### config.mk
export PLATFORM = sky130hd
export DESIGN_NAME = mpdt_ctrl
export DESIGN_NICKNAME = d
export VERILOG_FILES = /design/src/rtl/core/matchpair_deque_table_defines.svh /design/src/rtl/core/mpdt_pkg.sv /design/src/rtl/core/mpdt_ctrl.sv
export SDC_FILE = /design/constraint.sdc
export NUM_CORES = 1
export LEC_CHECK = 0
export BUFFER_PORTS_ARGS = -buffer_cell sky130_fd_sc_hd__buf_4
export CORE_AREA = 2 2 39 41
export DETAILED_ROUTE_END_ITERATION = 16
export DIE_AREA = 0 0 41 43
export GPL_TIMING_DRIVEN = 0
export PLACE_DENSITY_LB_ADDON = 0.25
export SETUP_SLACK_MARGIN = 0.5
export SYNTH_ARGS = -nofsm -noshare
export SYNTH_HDL_FRONTEND = slang
export SYNTH_SLANG_ARGS = --single-unit
export TNS_END_PERCENT = 10
### constraint.sdc
create_clock -name clk -period 2.95 [get_ports clk]
set_input_delay 0.1475 -clock clk [delete_from_list [all_inputs] [get_ports clk]]
set_output_delay 0.1475 -clock clk [all_outputs]
set_load 0.02 [all_outputs]
### src/rtl/core/matchpair_deque_table_defines.svh
// Assertion helpers used by the deque table top level.
`ifndef MATCHPAIR_DEQUE_TABLE_DEFINES_SVH
`define MATCHPAIR_DEQUE_TABLE_DEFINES_SVH

// Same-cycle implication.
`define MPDT_ASSERT_SAME(lbl, ante, cons) \
	lbl: assert property (@(posedge clk) disable iff (!arst_n) (ante) |-> (cons)) \
		else $error("mpdt check failed");

// Next-cycle implication.
`define MPDT_ASSERT_NEXT(lbl, ante, cons) \
	lbl: assert property (@(posedge clk) disable iff (!arst_n) (ante) |=> (cons)) \
		else $error("mpdt check failed");

`endif

### src/rtl/core/mpdt_pkg.sv
package mpdt_pkg;

	localparam int NODES = 64;
	localparam int AW    = $clog2(NODES);
	localparam int PW    = $clog2(NODES + 1);

	localparam logic [PW-1:0] NONE_SLOT = PW'(NODES);

	localparam logic [3:0] FN_PUSH_HEAD  = 4'd0;
	localparam logic [3:0] FN_PUSH_TAIL  = 4'd1;
	localparam logic [3:0] FN_POP_HEAD   = 4'd2;
	localparam logic [3:0] FN_POP_TAIL   = 4'd3;
	localparam logic [3:0] FN_REMOVE     = 4'd4;
	localparam logic [3:0] FN_UPDATE     = 4'd5;
	localparam logic [3:0] FN_UNLINK     = 4'd6;
	localparam logic [3:0] FN_START_HEAD = 4'd7;
	localparam logic [3:0] FN_START_TAIL = 4'd8;
	localparam logic [3:0] FN_NEXT       = 4'd9;

	localparam logic [2:0] ST_OK        = 3'd0;
	localparam logic [2:0] ST_EMPTY     = 3'd1;
	localparam logic [2:0] ST_FULL      = 3'd2;
	localparam logic [2:0] ST_BAD_SLOT  = 3'd3;
	localparam logic [2:0] ST_OVER_DEC  = 3'd4;
	localparam logic [2:0] ST_NO_CURSOR = 3'd5;

	localparam logic DIR_FWD = 1'b0;
	localparam logic DIR_BWD = 1'b1;

	typedef struct packed {
		logic [3:0]  func;
		logic        use_cursor;
		logic [5:0]  slot;
		logic [31:0] new_index;
		logic [15:0] new_tasks;
		logic        new_unlinked;
		logic [15:0] decrement;
	} req_t;

	typedef struct packed {
		logic [2:0]  status;
		logic [6:0]  out_slot;
		logic [31:0] out_index;
		logic [15:0] out_tasks;
		logic        out_unlinked;
		logic        removed;
		logic        is_empty;
		logic        has_next;
		logic        has_prev;
		logic [6:0]  head_slot;
		logic [6:0]  tail_slot;
	} rsp_t;

	typedef struct packed {
		logic [31:0] index;
		logic [15:0] tasks;
		logic        unl;
	} pay_t;

	typedef struct packed {
		logic accept;
		logic look;
		logic exec;
		logic exec2;
		logic flag;
		logic load;
	} ctl_cmd_t;

	typedef struct packed {
		logic skip;
		logic out_busy;
	} ctl_sts_t;

endpackage

### src/rtl/core/mpdt_ctrl.sv
module mpdt_ctrl
	import mpdt_pkg::*;
(
	input  logic     clk,
	input  logic     arst_n,
	input  logic     req_valid,
	output logic     req_stall,
	input  ctl_sts_t sts,
	output ctl_cmd_t cmd
);

	localparam logic [2:0] S_IDLE  = 3'd0;
	localparam logic [2:0] S_LOOK  = 3'd1;
	localparam logic [2:0] S_EXEC  = 3'd2;
	localparam logic [2:0] S_EXEC2 = 3'd3;
	localparam logic [2:0] S_FLAG  = 3'd4;
	localparam logic [2:0] S_DONE  = 3'd5;

	logic [2:0] state_q;
	logic [2:0] state_d;

	assign req_stall = (state_q != S_IDLE);

	always_comb begin
		cmd     = '0;
		state_d = state_q;
		unique case (state_q)
			S_IDLE: begin
				if (req_valid) begin
					cmd.accept = 1'b1;
					state_d    = S_LOOK;
				end
			end
			S_LOOK: begin
				cmd.look = 1'b1;
				state_d  = sts.skip ? S_FLAG : S_EXEC;
			end
			S_EXEC: begin
				cmd.exec = 1'b1;
				state_d  = S_EXEC2;
			end
			S_EXEC2: begin
				cmd.exec2 = 1'b1;
				state_d   = S_FLAG;
			end
			S_FLAG: begin
				cmd.flag = 1'b1;
				state_d  = S_DONE;
			end
			S_DONE: begin
				// hold until the output register frees up
				if (!sts.out_busy) begin
					cmd.load = 1'b1;
					state_d  = S_IDLE;
				end
			end
			default: state_d = S_IDLE;
		endcase
	end

	always_ff @(posedge clk or negedge arst_n) begin
		if (!arst_n) begin
			state_q <= S_IDLE;
		end else begin
			state_q <= state_d;
		end
	end

endmodule

=== Word-level counts from Yosys, hierarchy flattened ===
Cells that the tools add are included.

* Reductions and logical operators: 3
* Equality and inequality tests: 7
* Mux-type cells: 12

{| class="wikitable"
|+ Operator list
! cell !! count
|-
| 3-bit case mux with 6 select lines || 1
|-
| 3-bit 2-to-1 mux || 3
|-
| 1-bit 2-to-1 mux || 8
|-
| 3-bit by 2-bit == test with 1-bit output (second input constant) || 2
|-
| 3-bit == test (second input constant) || 2
|-
| 2-bit != test (second input constant) || 2
|-
| 3-bit by 1-bit == test with 1-bit output (second input constant) || 1
|-
| 3-bit zero test || 1
|-
| 3-bit nonzero test || 1
|-
| 2-bit AND reduction || 1
|}

* Register bits after elaboration: 3
* Output and inout port bits: 7
* Logic and storage cells: 23
* Input bits: 5

=== Logic depth before layout (Yosys ltp) ===
Gate-level depths: netlist (run 1).

* Word-level depth: 3
* Depth in mapped cells: 3
* Gate-level depth less buffers: 2

=== Worst setup path after synthesis (run 1) ===
Ideal clock, no wire load.

* Path type: register -> output
* From: register state_q[1]
* To: output port cmd[5] in the netlist's numbering
* Stages on the path, launching flop included: 4
* Setup slack: 1,538 ps
* Arrival: 1,264 ps
* Buffers on the path: 1
* Cells stage by stage: dfrtp_1 > buf_6 > or3_1 > nor2_1

{| class="wikitable"
|+ RTL lines
! what !! line !! source
|-
| from (decl) || mpdt_ctrl.sv:19 || <nowiki>logic [2:0] state_q;</nowiki>
|-
| from (signal assigned) || mpdt_ctrl.sv:65 || <nowiki>state_q <= state_d;</nowiki>
|-
| to (decl) || mpdt_ctrl.sv:9 || <nowiki>output ctl_cmd_t cmd</nowiki>
|}

==> metrics.cfg, run 1 <==
[sta]
slew_violations = 0
fmax_ghz = 0.662
tightest_slew_ps = 231
hold_violations = 0
finClkSkew_ps = 2.11
setup_viol = 0
period_needed_ps = 1510
slew_headroom = 0.846
rsz0062_at_grt = false
finalSetupTns_ps = 0
post-route-period-util = 0.512

[hold_path]
min_to = state_q[1]
worst_hold_startpoint = sts[1]
holdCritPathClass = input pin to flop
whs_path_depth = 3

[finish]
top_regs = state_q x3
regMostFlops = state_q
fin_cells = 55
largest_reg_flops = 3
diodes = 0
area_growth_pct = 68.9
drive_above_1_share = 0.410
layout.nets = 45

[critical_path]
cp-end-kind = primary output
r2r_end = state_q[1]
critPathMaxFanout = 10
worst_ep_arrival_time_ps = 1360
ff2ff_path_depth = 3
timing.rr.start = state_q[1]
required_ps = 2800
start_kind = flop
r2r_slack_ps = 1880
path_class = flop to primary output

[logic_synthesis]
ys_async_sr_fraction = 1.00
yosysTopAreaCell = dfrtp_1
synth-simple-area-share = 0.404
synth_mux_area_frac = 0
synth_area_leaders = dfrtp_1, nor3b_1, nand2b_1
synthAdderAreaFrac = 0
synth-compound-area-share = 0.124
synthCells = 23
synth_top_family_by_area = simple AND/OR/NAND/NOR gates
netlist_area_sq_um = 201
syn_area_per_cell_sq_um = 8.76
ys_types = 17
synth_edf_count = 0
synthFlopType = dfrtp_1
synth_xor_area_frac = 0
ys_seq_elements = 3
synth_nets = 28
synth_top_area_frac = 0.373
yosys_warnings = 0
synthTopCellsByCount = dfrtp_1, nor3b_1, nand2b_1, nor2_1
synth-seq-area-share = 0.373

[pwr]
power.density_nw_per_um2 = 1170
p_leak_uw = 0.000164
ir_drop_v = 0.000495

[routing]
drc = 0
ant_nets = 0
routed-via-count = 224
vias_per_cell = 4.07
routed_wl_um = 489
drt_iter0_drc = 4
first_pass_iters = 2
wire_per_inst_um = 8.89

[clock_network]
cts.path.max_buffers = 2
cts.clk_slew.worst_paths_ps = 40
cts_buffers = 3
clk_latency_ps = 230
cts_tree = yes
cts-root-buf = clkbuf_4
holdBufCountCts = 1
htreeDepth = 1
cts_resized = 0
post_cts_buffers = 0
clock-sinks = 3

[global_route]
antenna_found_initial = 0
grtUsageTotal = 0.0663
grt_overflow = 0
grt_pass1_wl_um = 759
grt_pass1_vias = 196
grt_max_degree = 11

[place]
io_buffers = 11
dp_cells = 50
gp_congestion = 0.633

[outcome]
status = finished clean

[floorplanning]
io_pins = 12
num_rows = 14
design.die.area_sq_um = 1760
start_util = 0.146
chipWidth_um = 41
die_h_um = 43
core-area_sq_um = 1380

[job]
max_cap_viol_count = 0

-- metal layers --
metal / routed length, um / track usage / vias up
met1: 244 / 0.0900 / 100
met4: 0 / 0.0200 / 0
met3: 56 / 0.0628 / 0
met2: 188 / 0.0719 / 11
met5: 0 / 0 / -
li1: - / - / 113
-- cell families (layout without fill, tap and decap cells) --
group | Yosys count | count (layout)
buffers and inverters | 3 | 19
AND/OR/NAND/NOR | 13 | 13
flip-flops | 3 | 3
AO/OA/AOI/OAI | 4 | 4
-- final cells by class --
| type | instances | area, sq um |
|---|---|---|
| fillers | 160 | 1040 |
| multi-input cells | 17 | 106 |
| repair buffers | 12 | 92.6 |
| flip-flops and latches | 3 | 75.1 |
| clock buffers | 4 | 26.3 |
| well taps | 16 | 20.0 |
| plain buffers | 2 | 16.3 |
| inverters | 1 | 3.75 |
-- worst max-delay path, cell delays in order, from the launching register on --
cell and delay (ps):
dfrtp_1 370, buf_2 170, or3_1 340, nor2_1 100
buf_4 140
-- placed cells by master (no fill, tap or decap) --
| cell | count |
|---|---|
| a21oi_1 | 1 |
| a221oi_1 | 1 |
| and3b_1 | 1 |
| buf_2 | 1 |
| buf_4 | 11 |
| buf_6 | 1 |
| clkbuf_1 | 1 |
| clkbuf_4 | 3 |
| dfrtp_1 | 3 |
| dlygate4sd3_1 | 1 |
| inv_1 | 1 |
| nand2_1 | 1 |
| nand2b_1 | 2 |
| nor2_1 | 2 |
| nor2b_1 | 1 |
| nor3_1 | 1 |
| nor3b_1 | 3 |
| o21ai_0 | 1 |
| o22ai_1 | 1 |
| or3_1 | 1 |
| or3b_1 | 1 |
-- stage by stage --
stage	power [uW]	hold WS, ps	utilization	instance area [sq um]	setup WS, ps
after floorplan	242	-148	-	201	1540
after global placement	326	-58.8	0.220	304	1690
after detailed placement	327	-60.4	0.220	304	1700
after CTS	406	188	0.246	340	1420
after global routing	437	192	0.246	340	1340
final	398	190	0.246	340	1440
-- worst max-delay path by stage --
| stage | slack [ps] | endpoint | depth (start not counted) | from |
|---|---|---|---|---|
| after floorplan | 1540 | cmd[5] | 3 | state_q[1] |
| after global placement | 1690 | cmd[5] | 4 | state_q[2] |
| after detailed placement | 1700 | cmd[5] | 4 | state_q[2] |
| after CTS | 1420 | cmd[5] | 4 | state_q[2] |
| after global routing | 1340 | cmd[5] | 4 | state_q[2] |
| final | 1440 | cmd[5] | 4 | state_q[2] |
-- power breakdown --
group | internal, uW | switching (uW)
clock | 50.8 | 22.5
sequential | 62.5 | 20.2
combinational | 116 | 126
total | 230 | 169
Note: power is estimated with default switching activity, not from simulation.
==> inputs of run 2 (changes only) <==
Settings changed: ABC_AREA set to 1.
Clock period 2.95 ns to 1.4 ns, I/O delays scaled along.
==> metrics.cfg, run 2 <==
[sta]
slew_headroom = 0.879
fmax_ghz = 0.843
rsz0062_at_grt = true
period_needed_ps = 1190
finalSetupTns_ps = 0
hold_violations = 0
tightest_slew_ps = 180
post-route-period-util = 0.847
setup_viol = 0
slew_violations = 0
finClkSkew_ps = 2.66

[pwr]
p_seq_frac = 0.235
internal-power_uw = 484
power.switching_uw = 433
ir_drop_v = 0.000706
pwr-share-clk = 0.160
switching_share = 0.472
power.density_nw_per_um2 = 2450
p_leak_uw = 0.000195
pwr-share-comb = 0.605

[finish]
largest_reg_flops = 3
mostFrequentLayoutCells = buf_4, inv_1, nand3_1
diodes = 0
drive_above_1_share = 0.545
area_growth_pct = 106
layout.nets = 50
fin_cells = 60
regMostFlops = state_q
top_regs = state_q x3
layout_commonest_cell = buf_4

[global_route]
antenna_found_initial = 0
grt_overflow = 0
grtUsageTotal = 0.0604
grt_max_degree = 7
grt_pass1_vias = 192
grt_pass1_wl_um = 683

[critical_path]
r2r_slack_ps = 420
critPathMaxFanout = 5
required_ps = 1330
start_kind = flop
r2r_end = state_q[0]
worst_ep_arrival_time_ps = 1120
ff2ff_path_depth = 4
cp-end-kind = primary output
timing.rr.start = state_q[1]
path_class = flop to primary output

[logic_synthesis]
synthTopCellsByCount = inv_1, nand2_1, nand3_1, nor2_1, dfrtp_1
ys_types = 10
ys_async_sr_fraction = 1.00
synth_most_common_cell = inv_1
synth_area_leaders = dfrtp_1, inv_1, nand3_1
yosysTopAreaCell = dfrtp_1
yosys_warnings = 0
synth_edf_count = 0
synthFlopType = dfrtp_1
netlist_area_sq_um = 181
synthCells = 27
synth_nets = 32
synth_top_area_frac = 0.414
synth-seq-area-share = 0.414
ys_seq_elements = 3
syn_area_per_cell_sq_um = 6.72

[floorplanning]
design.die.area_sq_um = 1760
chipWidth_um = 41
io_pins = 12
die_h_um = 43
start_util = 0.131
core-area_sq_um = 1380
num_rows = 14

[routing]
routed_wl_um = 460
wire_per_inst_um = 7.67
first_pass_iters = 2
ant_nets = 0
vias_per_cell = 3.78
drt_iter0_drc = 3
routed-via-count = 227
drc = 0

[job]
max_cap_viol_count = 0

[clock_network]
cts-root-buf = clkbuf_4
htreeDepth = 1
cts_tree = yes
cts.path.max_buffers = 2
cts_buffers = 3
clock-sinks = 3
clk_latency_ps = 230
cts.clk_slew.worst_paths_ps = 40

[place]
dp_cells = 54
gp_congestion = 0.678
io_buffers = 11
dp_hpwl_um = 375

[outcome]
status = finished clean

[hold_path]
whs_path_depth = 2
min_to = state_q[1]
worst_hold_startpoint = sts[1]
holdCritPathClass = input pin to flop

## run 2: cell count changes after synthesis, moves of 2 or more
cell,delta
nand3_1,+4
nor2_1,+2
nor3b_1,-3
inv_1,+6
nand2_1,+3
nand2b_1,-2
## run 2: worst max-delay path by stage
stage               startpoint          to  slack, ps  depth (start not counted)
finish              state_q[0]      cmd[0]        210                          3
floorplan           state_q[1]      cmd[5]        470                          3
global route        state_q[0]      cmd[0]        160                          3
detailed placement  state_q[1]  state_q[0]        410                          4
global placement    state_q[1]  state_q[0]        400                          4
CTS                 state_q[0]      cmd[0]        190                          3
## run 2: cell families (layout without fill, tap and decap cells)
kind of cell	count (synthesis)	after routing	share of synthesized area
and+or+nand+nor	14	14	0.345
buffers and inverters	7	24	0.145
AOI/OAI and AO/OA	3	3	0.0965
DFF	3	3	0.414
## run 2: what timing repair did
item,in CTS,in global routing
setup buffers,1,0
setup endpoints to repair,10,10
hold buffers,1,0
hold endpoints to repair,3,0
gates resized for setup,1,0
pin swaps,2,0
## run 2: critical path, stage by stage, from the launching register on
cell and delay [ps]:
dfrtp_2 420, inv_2 60, nor4_4 240, buf_4 170
## run 2: metrics by stage
step / setup slack, ps / hold slack, ps / power [uW] / cell area [sq um] / utilization
final: 214 / 56.2 / 916 / 374 / 0.270
after global placement: 396 / -139 / 750 / 327 / 0.236
after detailed placement: 409 / -138 / 748 / 327 / 0.236
after CTS: 195 / 47.2 / 937 / 374 / 0.270
after floorplan: 473 / -226 / 572 / 224 / -
after global routing: 158 / 80.4 / 991 / 374 / 0.270
## run 2: power groups by stage
stage               Sequential (uW)  Combinational, uW  Clock [uW]
floorplan                       206                367           0
global placement                220                530           0
detailed placement              220                529           0
CTS                             216                563         158
global route                    222                609         160
finish                          215                555         147
## run 2: final cells by class
| cell class | count | area (sq um) |
|---|---|---|
| timing repair buffer | 13 | 104 |
| inverter | 7 | 26.3 |
| tap | 16 | 20.0 |
| clock buffer | 4 | 26.3 |
| fill | 159 | 1010 |
| sequential | 3 | 77.6 |
| multi-input combinational | 17 | 120 |
## run 2: routing by layer
| metal | wire length, um | global-route usage | vias to the layer above |
|---|---|---|---|
| met5 | 0 | 0 | - |
| met4 | 0 | 0.0600 | 0 |
| met3 | 40 | 0.0157 | 0 |
| met2 | 237 | 0.0750 | 7 |
| met1 | 182 | 0.0777 | 98 |
| li1 | - | - | 122 |
